### src/hdl/wefm_pkg.sv
// ---------------------------------------------------------------------------
// wefm_pkg
// shared types and constants of the windowed edge frequency meter
// ---------------------------------------------------------------------------
`timescale 1ns / 1ps
package wefm_pkg;

  localparam int unsigned CFG_IDX_W  = 3;
  localparam int unsigned CFG_DATA_W = 24;

  typedef enum logic [CFG_IDX_W-1:0] {
    REG_BUFFER_LEN      = 3'd0,
    REG_EDGE_WINDOW     = 3'd1,
    REG_THRESHOLD_COUNT = 3'd2,
    REG_BASE_RATE       = 3'd3,
    REG_MIN_VALID       = 3'd4,
    REG_MAX_VALID       = 3'd5,
    REG_PULSES_PER_REV  = 3'd6
  } reg_idx_t;

  typedef enum logic [3:0] {
    S_FILL,
    S_POS,
    S_RD,
    S_ACC,
    S_EVAL,
    S_PAIR,
    S_NUM,
    S_DIVF,
    S_WF,
    S_DIVR,
    S_WR,
    S_OUT
  } state_t;

  typedef struct packed {
    logic busy;
    logic done;
  } div_stat_t;

  localparam logic [23:0] FREQ_SAT = 24'hFF_FFFF;
  localparam logic [29:0] RPM_SAT  = 30'h3FFF_FFFF;

endpackage

### src/hdl/wefm_ram.sv
// ---------------------------------------------------------------------------
// wefm_ram
// simple dual port ram with registered read
// ---------------------------------------------------------------------------
`timescale 1ns / 1ps
module wefm_ram #(
  parameter int unsigned WIDTH = 1,
  parameter int unsigned DEPTH = 512
) (
  input  logic                     clk,
  input  logic                     we,
  input  logic [$clog2(DEPTH)-1:0] waddr,
  input  logic [WIDTH-1:0]         wdata,
  input  logic [$clog2(DEPTH)-1:0] raddr,
  output logic [WIDTH-1:0]         rdata
);

  logic [WIDTH-1:0] mem [DEPTH];

  always_ff @(posedge clk) begin
    if (we) begin
      mem[waddr] <= wdata;
    end
    rdata <= mem[raddr];
  end

endmodule

### src/hdl/wefm_div.sv
// ---------------------------------------------------------------------------
// wefm_div
// restoring divider, one quotient bit per cycle
// ---------------------------------------------------------------------------
`timescale 1ns / 1ps
module wefm_div
  import wefm_pkg::*;
#(
  parameter int unsigned W_N = 36,
  parameter int unsigned W_D = 17
) (
  input  logic           clk,
  input  logic           rst_n,
  input  logic           start,
  input  logic [W_N-1:0] dividend,
  input  logic [W_D-1:0] divisor,
  output logic [W_N-1:0] quotient,
  output div_stat_t      stat
);

  localparam int unsigned CW = $clog2(W_N + 1);

  logic [W_D-1:0] rem_r, rem_nxt;
  logic [W_N-1:0] quo_r, quo_nxt;
  logic [W_D-1:0] div_r;
  logic [CW-1:0]  cnt_r, cnt_nxt;
  logic           busy_r, busy_nxt;
  logic           done_r, done_nxt;
  logic [W_D:0]   sh;
  logic           ge;

  always_comb begin
    sh       = {rem_r, quo_r[W_N-1]};
    ge       = (sh >= {1'b0, div_r});
    rem_nxt  = rem_r;
    quo_nxt  = quo_r;
    cnt_nxt  = cnt_r;
    busy_nxt = busy_r;
    done_nxt = 1'b0;
    if (start) begin
      rem_nxt  = '0;
      quo_nxt  = dividend;
      cnt_nxt  = '0;
      busy_nxt = 1'b1;
    end else if (busy_r) begin
      rem_nxt = ge ? W_D'(sh - {1'b0, div_r}) : sh[W_D-1:0];
      quo_nxt = {quo_r[W_N-2:0], ge};
      cnt_nxt = cnt_r + 1'b1;
      if (cnt_r == CW'(W_N - 1)) begin
        busy_nxt = 1'b0;
        done_nxt = 1'b1;
      end
    end
  end

  always_ff @(posedge clk) begin
    if (!rst_n) begin
      busy_r <= 1'b0;
      done_r <= 1'b0;
      cnt_r  <= '0;
    end else begin
      busy_r <= busy_nxt;
      done_r <= done_nxt;
      cnt_r  <= cnt_nxt;
    end
    rem_r <= rem_nxt;
    quo_r <= quo_nxt;
    if (start) begin
      div_r <= divisor;
    end
  end

  assign quotient  = quo_r;
  assign stat.busy = busy_r;
  assign stat.done = done_r;

endmodule

### src/hdl/windowed_edge_frequency_meter.sv
// result: after the scan S_NUM leads to S_OUT, through the two divides when a pair was kept
// scan: each position reads 2*edge_window bits via S_RD and S_ACC, then S_EVAL, S_PAIR after a pair
// input is stalled while a window is scanned, divided and output; one sample per cycle otherwise
// the scan is set by the single read port of the sample ram, one bit per read
// reset: synchronous active low, config and control registers back to defaults, sample ram not cleared
// ---------------------------------------------------------------------------
// windowed_edge_frequency_meter
// double banked sample window with qualified edge scan and mean frequency
// ---------------------------------------------------------------------------
`timescale 1ns / 1ps
module windowed_edge_frequency_meter
  import wefm_pkg::*;
#(
  parameter int unsigned BUFFER_SIZE = 256,
  parameter int unsigned MAX_EDGES   = 64
) (
  input  logic                             clk,
  input  logic                             rst_n,
  input  logic                             in_valid,
  output logic                             in_ready,
  input  logic                             in_sample_bit,
  output logic                             out_valid,
  input  logic                             out_ready,
  output logic                             out_valid_res,
  output logic [$clog2(MAX_EDGES+1)-1:0]   out_edge_count,
  output logic [$clog2(MAX_EDGES)-1:0]     out_valid_pairs,
  output logic [23:0]                      out_freq_q8,
  output logic [29:0]                      out_rpm_q8,
  input  logic                             cfg_valid,
  output logic                             cfg_ready,
  input  logic [CFG_IDX_W-1:0]             cfg_index,
  input  logic [CFG_DATA_W-1:0]            cfg_data
);

  localparam int unsigned AW  = $clog2(BUFFER_SIZE);
  localparam int unsigned IW  = AW + 1;
  localparam int unsigned EW  = $clog2(MAX_EDGES + 1);
  localparam int unsigned PW  = $clog2(MAX_EDGES);
  localparam int unsigned TW  = $clog2(BUFFER_SIZE + 1);
  localparam int unsigned NW  = 16 + PW;
  localparam int unsigned DNW = 30 + PW;
  localparam int unsigned DDW = TW + 8;

  // configuration
  logic [8:0]  buf_len_r;
  logic [4:0]  edge_win_r;
  logic [4:0]  thresh_r;
  logic [15:0] base_rate_r;
  logic [23:0] min_hz_r;
  logic [23:0] max_hz_r;
  logic [7:0]  ppr_r;

  logic [IW-1:0] len_eff;
  logic [4:0]    ew_eff;
  logic [7:0]    ppr_eff;

  always_ff @(posedge clk) begin
    if (!rst_n) begin
      buf_len_r   <= 9'd256;
      edge_win_r  <= 5'd3;
      thresh_r    <= 5'd2;
      base_rate_r <= 16'd10000;
      min_hz_r    <= 24'd256;
      max_hz_r    <= 24'd1280000;
      ppr_r       <= 8'd1;
    end else if (cfg_valid && cfg_ready) begin
      unique case (cfg_index)
        REG_BUFFER_LEN:      buf_len_r   <= cfg_data[8:0];
        REG_EDGE_WINDOW:     edge_win_r  <= cfg_data[4:0];
        REG_THRESHOLD_COUNT: thresh_r    <= cfg_data[4:0];
        REG_BASE_RATE:       base_rate_r <= cfg_data[15:0];
        REG_MIN_VALID:       min_hz_r    <= cfg_data;
        REG_MAX_VALID:       max_hz_r    <= cfg_data;
        REG_PULSES_PER_REV:  ppr_r       <= cfg_data[7:0];
        default: ;
      endcase
    end
  end

  assign cfg_ready = 1'b1;

  always_comb begin
    if (buf_len_r == 9'd0) begin
      len_eff = IW'(1);
    end else if (32'(buf_len_r) > BUFFER_SIZE) begin
      len_eff = IW'(BUFFER_SIZE);
    end else begin
      len_eff = IW'(buf_len_r);
    end
    ew_eff  = (edge_win_r == 5'd0) ? 5'd1 : edge_win_r;
    ppr_eff = (ppr_r == 8'd0) ? 8'd1 : ppr_r;
  end

  // state
  state_t         state_r, state_nxt;
  logic           bank_r;
  logic           scan_bank_r;
  logic [AW-1:0]  wp_r;
  logic [IW-1:0]  pos_r;
  logic [5:0]     j_r;
  logic [4:0]     lows_r, highs_r;
  logic           prev_r, cur_r;
  logic [AW-1:0]  last_r;
  logic [EW-1:0]  edges_r;
  logic [PW-1:0]  pairs_r;
  logic [TW-1:0]  tot_r;
  logic [AW-1:0]  per_r;
  logic [23+AW:0] pmin_r, pmax_r;
  logic [NW-1:0]  num_r;
  logic [DDW-1:0] den_r;
  logic           ok_r;
  logic [23:0]    fq_r;
  logic [29:0]    rpm_r;
  logic           out_valid_r;

  logic           in_acc;
  logic [IW:0]    wp_inc;
  logic [IW:0]    reach;
  logic [5:0]     last_j;
  logic [IW-1:0]  k;
  logic           bit_rd;
  logic           is_edge;
  logic           pair_ok;
  logic           ok_w;
  logic [23:0]    rate256;
  logic           out_free;

  // ram and divider controls
  logic           ram_we;
  logic [AW:0]    ram_waddr, ram_raddr;
  logic           ram_rdata_w;
  logic           div_start;
  logic [DNW-1:0] div_dividend;
  logic [DDW-1:0] div_divisor;
  logic [DNW-1:0] div_quo;
  div_stat_t      div_stat;

  assign in_acc   = in_valid && in_ready;
  assign wp_inc   = (IW+1)'(wp_r) + 1'b1;
  assign reach    = (IW+1)'(pos_r) + (IW+1)'(ew_eff);
  assign last_j   = {ew_eff, 1'b0} - 6'd1;
  assign k        = IW'(pos_r - IW'(ew_eff) + IW'(j_r));
  assign is_edge  = cur_r && !prev_r && (lows_r >= thresh_r) && (highs_r >= thresh_r);
  assign rate256  = {base_rate_r, 8'd0};
  assign pair_ok  = ((24+AW)'(rate256) >= pmin_r) && ((24+AW)'(rate256) <= pmax_r);
  assign ok_w     = (32'(edges_r) >= 2) && (pairs_r != '0) && (tot_r != '0);
  assign out_free = !out_valid_r || out_ready;

  // next state
  always_comb begin
    state_nxt = state_r;
    unique case (state_r)
      S_FILL: if (in_acc && (wp_inc >= (IW+1)'(len_eff))) state_nxt = S_POS;
      S_POS: begin
        if ((reach < (IW+1)'(len_eff)) && (32'(edges_r) < MAX_EDGES)) begin
          state_nxt = S_RD;
        end else begin
          state_nxt = S_NUM;
        end
      end
      S_RD:   state_nxt = S_ACC;
      S_ACC:  state_nxt = (j_r == last_j) ? S_EVAL : S_RD;
      S_EVAL: state_nxt = (is_edge && (edges_r != '0)) ? S_PAIR : S_POS;
      S_PAIR: state_nxt = S_POS;
      S_NUM:  state_nxt = ok_w ? S_DIVF : S_OUT;
      S_DIVF: state_nxt = S_WF;
      S_WF:   if (div_stat.done) state_nxt = S_DIVR;
      S_DIVR: state_nxt = S_WR;
      S_WR:   if (div_stat.done) state_nxt = S_OUT;
      S_OUT:  if (out_free) state_nxt = S_FILL;
      default: state_nxt = S_FILL;
    endcase
  end

  // outputs of the sequencer
  always_comb begin
    in_ready     = (state_r == S_FILL);
    ram_we       = in_acc;
    ram_waddr    = {bank_r, wp_r};
    ram_raddr    = {scan_bank_r, k[AW-1:0]};
    div_start    = (state_r == S_DIVF) || (state_r == S_DIVR);
    div_dividend = (state_r == S_DIVF) ? DNW'({num_r, 8'd0})
                                       : DNW'({num_r, 14'd0} - {num_r, 10'd0});
    div_divisor  = (state_r == S_DIVF) ? DDW'(tot_r) : den_r;
  end

  assign bit_rd = ram_rdata_w;

  wefm_ram #(
    .WIDTH(1),
    .DEPTH(2 * BUFFER_SIZE)
  ) u_ram (
    .clk   (clk),
    .we    (ram_we),
    .waddr (ram_waddr),
    .wdata (in_sample_bit),
    .raddr (ram_raddr),
    .rdata (ram_rdata_w)
  );

  wefm_div #(
    .W_N(DNW),
    .W_D(DDW)
  ) u_div (
    .clk      (clk),
    .rst_n    (rst_n),
    .start    (div_start),
    .dividend (div_dividend),
    .divisor  (div_divisor),
    .quotient (div_quo),
    .stat     (div_stat)
  );

  always_ff @(posedge clk) begin
    if (!rst_n) begin
      state_r     <= S_FILL;
      bank_r      <= 1'b0;
      wp_r        <= '0;
      out_valid_r <= 1'b0;
    end else begin
      state_r <= state_nxt;
      if (in_acc) begin
        if (wp_inc >= (IW+1)'(len_eff)) begin
          wp_r   <= '0;
          bank_r <= !bank_r;
        end else begin
          wp_r <= wp_inc[AW-1:0];
        end
      end
      if (out_valid_r && out_ready) begin
        out_valid_r <= 1'b0;
      end
      if (state_r == S_OUT && out_free) begin
        out_valid_r <= 1'b1;
      end
    end
  end

  // scan datapath
  always_ff @(posedge clk) begin
    unique case (state_r)
      S_FILL: begin
        scan_bank_r <= bank_r;
        pos_r       <= IW'(ew_eff);
        edges_r     <= '0;
        pairs_r     <= '0;
        tot_r       <= '0;
        last_r      <= '0;
      end
      S_POS: begin
        j_r     <= '0;
        lows_r  <= '0;
        highs_r <= '0;
      end
      S_ACC: begin
        if (j_r < 6'(ew_eff)) begin
          if (!bit_rd) lows_r <= lows_r + 5'd1;
          if (j_r == 6'(ew_eff) - 6'd1) prev_r <= bit_rd;
        end else begin
          if (bit_rd) highs_r <= highs_r + 5'd1;
          if (j_r == 6'(ew_eff)) cur_r <= bit_rd;
        end
        j_r <= j_r + 6'd1;
      end
      S_EVAL: begin
        per_r  <= AW'(pos_r - IW'(last_r));
        pmin_r <= min_hz_r * AW'(pos_r - IW'(last_r));
        pmax_r <= max_hz_r * AW'(pos_r - IW'(last_r));
        if (!is_edge) begin
          pos_r <= pos_r + 1'b1;
        end else if (edges_r == '0) begin
          last_r  <= pos_r[AW-1:0];
          edges_r <= edges_r + 1'b1;
          pos_r   <= pos_r + IW'(ew_eff);
        end
      end
      S_PAIR: begin
        if (pair_ok) begin
          tot_r   <= tot_r + TW'(per_r);
          pairs_r <= pairs_r + 1'b1;
        end
        last_r  <= pos_r[AW-1:0];
        edges_r <= edges_r + 1'b1;
        pos_r   <= pos_r + IW'(ew_eff);
      end
      S_NUM: begin
        num_r <= base_rate_r * pairs_r;
        den_r <= tot_r * ppr_eff;
        ok_r  <= ok_w;
        fq_r  <= '0;
        rpm_r <= '0;
      end
      S_WF: begin
        if (div_stat.done) begin
          fq_r <= (div_quo > DNW'(FREQ_SAT)) ? FREQ_SAT : div_quo[23:0];
        end
      end
      S_WR: begin
        if (div_stat.done) begin
          rpm_r <= (div_quo > DNW'(RPM_SAT)) ? RPM_SAT : div_quo[29:0];
        end
      end
      S_OUT: begin
        if (out_free) begin
          out_valid_res   <= ok_r;
          out_edge_count  <= edges_r;
          out_valid_pairs <= pairs_r;
          out_freq_q8     <= fq_r;
          out_rpm_q8      <= rpm_r;
        end
      end
      default: ;
    endcase
  end

  assign out_valid = out_valid_r;

endmodule

### config.mk
export PLATFORM = sky130hd
export DESIGN_NAME = windowed_edge_frequency_meter
export DESIGN_NICKNAME = d
export VERILOG_FILES = /design/src/hdl/wefm_pkg.sv /design/src/hdl/wefm_ram.sv /design/src/hdl/wefm_div.sv /design/src/hdl/windowed_edge_frequency_meter.sv
export SDC_FILE = /design/constraint.sdc
export NUM_CORES = 2
export LEC_CHECK = 0
export BUFFER_PORTS_ARGS = -buffer_cell sky130_fd_sc_hd__buf_2
export CAP_MARGIN = 20
export CORE_MARGIN = 5
export CORE_UTILIZATION = 64
export DETAILED_ROUTE_END_ITERATION = 6
export GPL_TIMING_DRIVEN = 0
export PLACE_DENSITY = 0.81
export SYNTH_ARGS = -nofsm -noshare
export SYNTH_HDL_FRONTEND = slang
export SYNTH_SLANG_ARGS = --single-unit
### constraint.sdc
create_clock -name clk -period 9.9 [get_ports clk]
set_clock_uncertainty 0.15 [all_clocks]
set_input_delay 0.99 -clock clk [delete_from_list [all_inputs] [get_ports clk]]
set_output_delay 0.99 -clock clk [all_outputs]
set_load 0.05 [all_outputs]
== Yosys cells after proc, flatten, opt, wreduce, memory -nomap -nowiden ==
Memory sizes are Yosys's and may differ from the RTL's. A register that Yosys moved wholly into a read port is not among the register bits.
Cells that the tools add are included.
Widths: inputs -> output; s select.

* Flip-flop bits (word level): 475
* Memory bits (writable): 512
* Word-level logic and storage cells: 221
* Memories: 1

* Add/sub/neg operators: 18
* $mul: 4
* Order comparisons: 13
* Equal/unequal tests: 33
* Mux-type cells: 53
* Bitwise operators: 3
* Reductions and logical operators: 54

{| class="wikitable"
|+ Memories
! memory !! words !! bits a word !! read ports !! clocked after memory_dff !! wr ports !! RTL line !! RTL
|-
| u_ram.mem || 512 || 1 || 1 || 1 || 1 || wefm_ram.sv:18 || <nowiki>logic [WIDTH-1:0] mem [DEPTH];</nowiki>
|}

{| class="wikitable"
|+ Operator list
! operator !! count
|-
| $mux 36 || 3
|-
| $mul 24x8->32 || 2
|-
| $mux 30 || 2
|-
| $pmux 30 s2 || 1
|-
| $mux 9 || 6
|-
| $mux 24 || 2
|-
| $pmux 24 s2 || 1
|-
| $pmux 4 s12 || 1
|-
| $gt 36x24->1 const B || 1
|-
| $gt 36x30->1 const B || 1
|-
| $sub 36x32->36 || 1
|-
| $ge 24x32->1 || 1
|-
| $le 24x32->1 || 1
|-
| $mux 8 || 4
|-
| $pmux 9 s3 || 1
|-
| $reduce_and 2->1 || 13
|-
| $mux 5 || 5
|-
| $pmux 6 s2 || 2
|-
| $pmux 8 s3 || 1
|-
| $mul 16x6->22 || 1
|-
| $pmux 7 s3 || 1
|-
| $mux 4 || 5
|-
| $pmux 5 s2 || 2
|-
| $add 6x1->6 const B || 3
|-
| other kinds (60) || 117
|}

== Logic depth before layout (Yosys ltp) ==
* Word-level depth: 7
* Mapped depth: 31
* Gate-level depth less buffers: 29

== Cells and area by module ==
A second synthesis with hierarchy kept.

* Cells, all modules: 5546
* Area, all modules: 61924.4 sq um

{| class="wikitable"
|+ Modules (own cells, without submodules)
! module !! times used !! cells each !! area an instance (sq um)
|-
| windowed_edge_frequency_meter || 1 || 3596 || 35356.4
|-
| wefm_ram || 1 || 1615 || 22609.2
|-
| wefm_div || 1 || 335 || 3958.8
|}

== Least setup slack after synthesis ==
Ideal clock, no wire load.

* Path kind: reg-to-reg
* From: reg pos_r[1]
* To: reg pmin_r[31] (data pin)
* Arrival time: 6.983 ns
* Required time: 9.490 ns
* Slack: 2.507 ns
* Cell stages (with the launch flop): 30
* Path buffers: 2
* Cell sequence: edfxtp_1 > ha_1 > nor2b_1 > o21ai_0 > a21boi_1 > o21ai_0 > nand2b_1 > a21o_1 > a21oi_1 > xnor2_1 > clkbuf_1 > clkbuf_1 > nand2_1 > fa_1 > fa_1 > inv_1 > fa_1 > inv_1 > fa_1 > inv_1 > ha_1 > o21a_1 > o31a_1 > o41a_1 > a41o_2 > o41ai_4 > o22ai_2 > o21a_1 > a311oi_2 > xnor2_1

* Longest elaborated chain between the ends: 2

{| class="wikitable"
|+ Ends and longest elaborated chain
! what !! RTL line !! RTL
|-
| from (decl) || windowed_edge_frequency_meter.sv:99 || <nowiki>logic [IW-1:0] pos_r;</nowiki>
|-
| from (signal assigned) || windowed_edge_frequency_meter.sv:244 || <nowiki>pos_r <= IW'(ew_eff);</nowiki>
|-
| from (signal assigned) || windowed_edge_frequency_meter.sv:270 || <nowiki>pos_r <= pos_r + 1'b1;</nowiki>
|-
| from (signal assigned) || windowed_edge_frequency_meter.sv:274 || <nowiki>pos_r <= pos_r + IW'(ew_eff);</nowiki>
|-
| $sub 8x8->8 || windowed_edge_frequency_meter.sv:267 || <nowiki>pmin_r <= min_hz_r * AW'(pos_r - IW'(last_r));</nowiki>
|-
| $mul 24x8->32 || windowed_edge_frequency_meter.sv:267 ||
|-
| to (signal assigned) || windowed_edge_frequency_meter.sv:267 ||
|-
| to (decl) || windowed_edge_frequency_meter.sv:108 || <nowiki>logic [23+AW:0] pmin_r, pmax_r;</nowiki>
|}

No other way between the ends.
A chain may end at the register's enable or synchronous reset.

== Final worst setup path ==
* From: reg pos_r[1]
* To: reg pmax_r[30] (data pin)

* Longest elaborated chain between the ends: 2

{| class="wikitable"
|+ Ends and longest elaborated chain
! what !! RTL line !! RTL
|-
| $sub 8x8->8 || windowed_edge_frequency_meter.sv:268 || <nowiki>pmax_r <= max_hz_r * AW'(pos_r - IW'(last_r));</nowiki>
|-
| $mul 24x8->32 || windowed_edge_frequency_meter.sv:268 ||
|-
| to (signal assigned) || windowed_edge_frequency_meter.sv:268 ||
|-
| to (decl) || windowed_edge_frequency_meter.sv:108 ||
|}

No other way between the ends.

==> results.txt <==
Ys async rst share = 0%
Unrepaired setup endpoints after global routing = false
Post-route insts no fill = 7113
Status = finished clean
CP max-delay cell = clkbuf_1
CTS tree = yes
RR Endpoint = pmax_r[30]$_DFFE_PP_
H-Tree Depth = 3
Hold Fails Final Rpt = 0
Layout area overhead = 9.43%
Clk slew on worst S/H paths = 60 ps
CP endpoint kind = register
Crit Reg-Reg Startpoint = pos_r[1]$_DFFE_PP_
Most frequent cell after synthesis = edfxtp_1
Initial core utilization = 64.2%
Vias/cell = 6.21
Row Count = 114
FF+latch count, synth = 988
Clock Latency Late Sink = 700 ps
Fin area = 67800 sq um
Largest cells by area after synthesis = edfxtp_1, fa_1, ha_1
Final TNS setup = 0 ps
Die Ht = 321 um
Number of port buffers = 101
Synth Flop Type = edfxtp_1
Hold Path Stages = 0
Drt drc = 0
First-pass GRT wire length = 250000 um
Slew margin rel. = 17.0%
Sequential share of the synthesized area = 45.8%
Synth top cells by count = edfxtp_1, nor2_1, inv_1, nand2_1, fa_1
# resized after CTS = 0
Maximum Capacitance Violations = 0
Crit-path max cell delay = 740 ps
CP arrival = 9350 ps
R2r worst-path depth = 27
Maximum vdd drop = 1690 uV
Hold Path Class = register to register
Vias in the first global route = 44700
GRT overflow = 0
Via Count = 44200
HPWL after DPL = 113000 um
Drt first pass iters = 6
Slew @ Worst Pin = 1240 ps
WL/cell = 22.5 um
Setup bufs post-CTS = 0
Mean Syn Cell Area = 11.2 sq um
Clock net sink count = 988
Fin nets = 6472
HP Start = rpm_r[25]$_SDFFCE_PN0P_
Placed Area = 64400 sq um
Endpoints failing setup = 0
DRT iter0 DRCs = 5396
Max-slew violations = 0
F_max = 110 MHz
Max Buffers Root-to-Sink = 3
Initial antenna violation count = 12
Routed Antenna Nets = 0
Fin crit share = 91.9%
Syn_nets = 6248
Pin count of the biggest net entering global routing = 194
Post-synth EDFFs = 857
Die Footprint = 103000 sq um
Most frequent CP cell = fa_1
Share of Yosys cell area claimed by the top area cell type = 41.6%
Total Wirelength = 160000 um
Critical Path Start Type = register
Total GRT Usage = 31.2%
Fillers = 6576
Maximum fanout along the worst path = 10
WHS Endpoint = out_rpm_q8[25]$_DFFE_PP_
Cell count after placement = 6916
Power Density = 365 nW/um^2
Cts hold-fix bufs = 0
Top-Level Pins = 104
Syn. warnings = 0
Syn Inst Count = 5522
Root Buffer = clkbuf_16
CP Class = register to register
Core ar. = 96400 sq um
Setup slack, reg-to-reg = 810 ps
Yosys top cell by area = edfxtp_1
Cell variety after synth = 78
TritonCTS Buffers = 101
Required time of the critical path = 10150 ps
Lkg Pwr = 26.6 nW
Hold_ws = 262 ps
Die Wd = 321 um
Synth Cell Area = 61900 sq um
Ratio of cells with drive above 1 in the final layout = 8.29%
Min Clock Period, post-route = 9090 ps
Final GP Congestion = 0.930
==> metrics by stage <==
step	setup WS, ps	power [W]	utilization [%]
detailed placement	1140	0.0206	66.7
global placement	508	0.0202	66.4
global route	469	0.0265	70.2
floorplan	2510	0.0165	-
finish	806	0.0247	70.3
CTS	1060	0.0245	70.2
==> worst max-delay path, delay by kind of cell (launching register included) <==
family | cells | cell delay (ps)
xor gates and xnor gates | 2 | 740
DFF | 1 | 570
and+or+nand+nor | 4 | 600
AOI/OAI and AO/OA | 9 | 2010
adders and majority gates | 6 | 3050
buffers and inverters | 6 | 1680
==> cells by family after synthesis <==
family,count (synthesis),synth area share (%)
XOR/XNOR,181,2.56
AO/OA/AOI/OAI,669,7.23
multiplexers,195,6.25
flip-flops,988,45.8
AND/OR/NAND/NOR,1922,14.3
other,1,0.00606
buffers and inverters,873,5.38
adder cells (fa/ha/maj),693,18.5
==> layer usage <==
metal / track usage [%] / routed length (um) / up-vias
met2: 49.7 / 74900 / 2751
met5: 0 / 25 / -
li1: - / - / 19200
met3: 8.27 / 19900 / 561
met4: 13.4 / 7800 / 4
met1: 41.2 / 57700 / 21600
==> power by group <==
group	internal (W)	switching (W)	leakage, nW	total (W)
registers	0.00523	0.000184	8.83	0.00542
logic	0.00616	0.00924	16.2	0.0154
clock network	0.00221	0.00168	1.63	0.00389
total	0.0136	0.0111	26.6	0.0247
==> cell usage in the layout, fill, tap and decap left out, types with 131 or more instances in the layout <==
cell type,netlist,routed
inv_1,582,582
a21oi_1,155,154
and2_1,338,338
nor2_1,686,684
edfxtp_1,857,857
nand2_1,546,546
ha_1,321,321
fa_1,372,372
mux4_2,153,153
clkbuf_1,251,270
dfxtp_1,131,131
==> final cells by class <==
cell class                 count  area (sq um)  share of cell area (%)
antenna                        8          20.0                  0.0295
buffer                       289          1140                    1.68
clock buffer                 130          2790                    4.12
clock inverter                56           554                   0.818
inverter                     584          2190                    3.24
multi-input combinational   3661         30300                    44.7
sequential                   988         28400                    41.9
tap                         1276          1600                    2.36
timing repair buffer         121           835                    1.23
==> registers in the layout (all words and copies together), names as in the netlist, 17 cells and up <==
signal / cells
rpm_r: 30
fq_r: 24
out_rpm_q8: 30
min_hz_r: 24
max_hz_r: 24
u_div.quotient: 36
out_freq_q8: 24
u_div.rem_r: 17
num_r: 22
pmax_r: 32
pmin_r: 32
den_r: 17
u_ram.mem: 512
u_div.div_r: 17
==> worst max path at each step <==
stage,start,endpoint,depth (start not counted)
3_5_place_dp,pos_r[0]$_DFFE_PP_,pmin_r[31]$_DFFE_PP_,29
4_1_cts,pos_r[0]$_DFFE_PP_,pmin_r[31]$_DFFE_PP_,29
5_1_grt,pos_r[0]$_DFFE_PP_,pmax_r[30]$_DFFE_PP_,28
2_1_floorplan,pos_r[1]$_DFFE_PP_,pmin_r[31]$_DFFE_PP_,29
6_report,pos_r[1]$_DFFE_PP_,pmax_r[30]$_DFFE_PP_,27
3_3_place_gp,state_r[1]$_SDFFE_PN0P_,edges_r[6]$_SDFFCE_PP0P_,5
No activity file was read; power rests on OpenSTA's default activity.
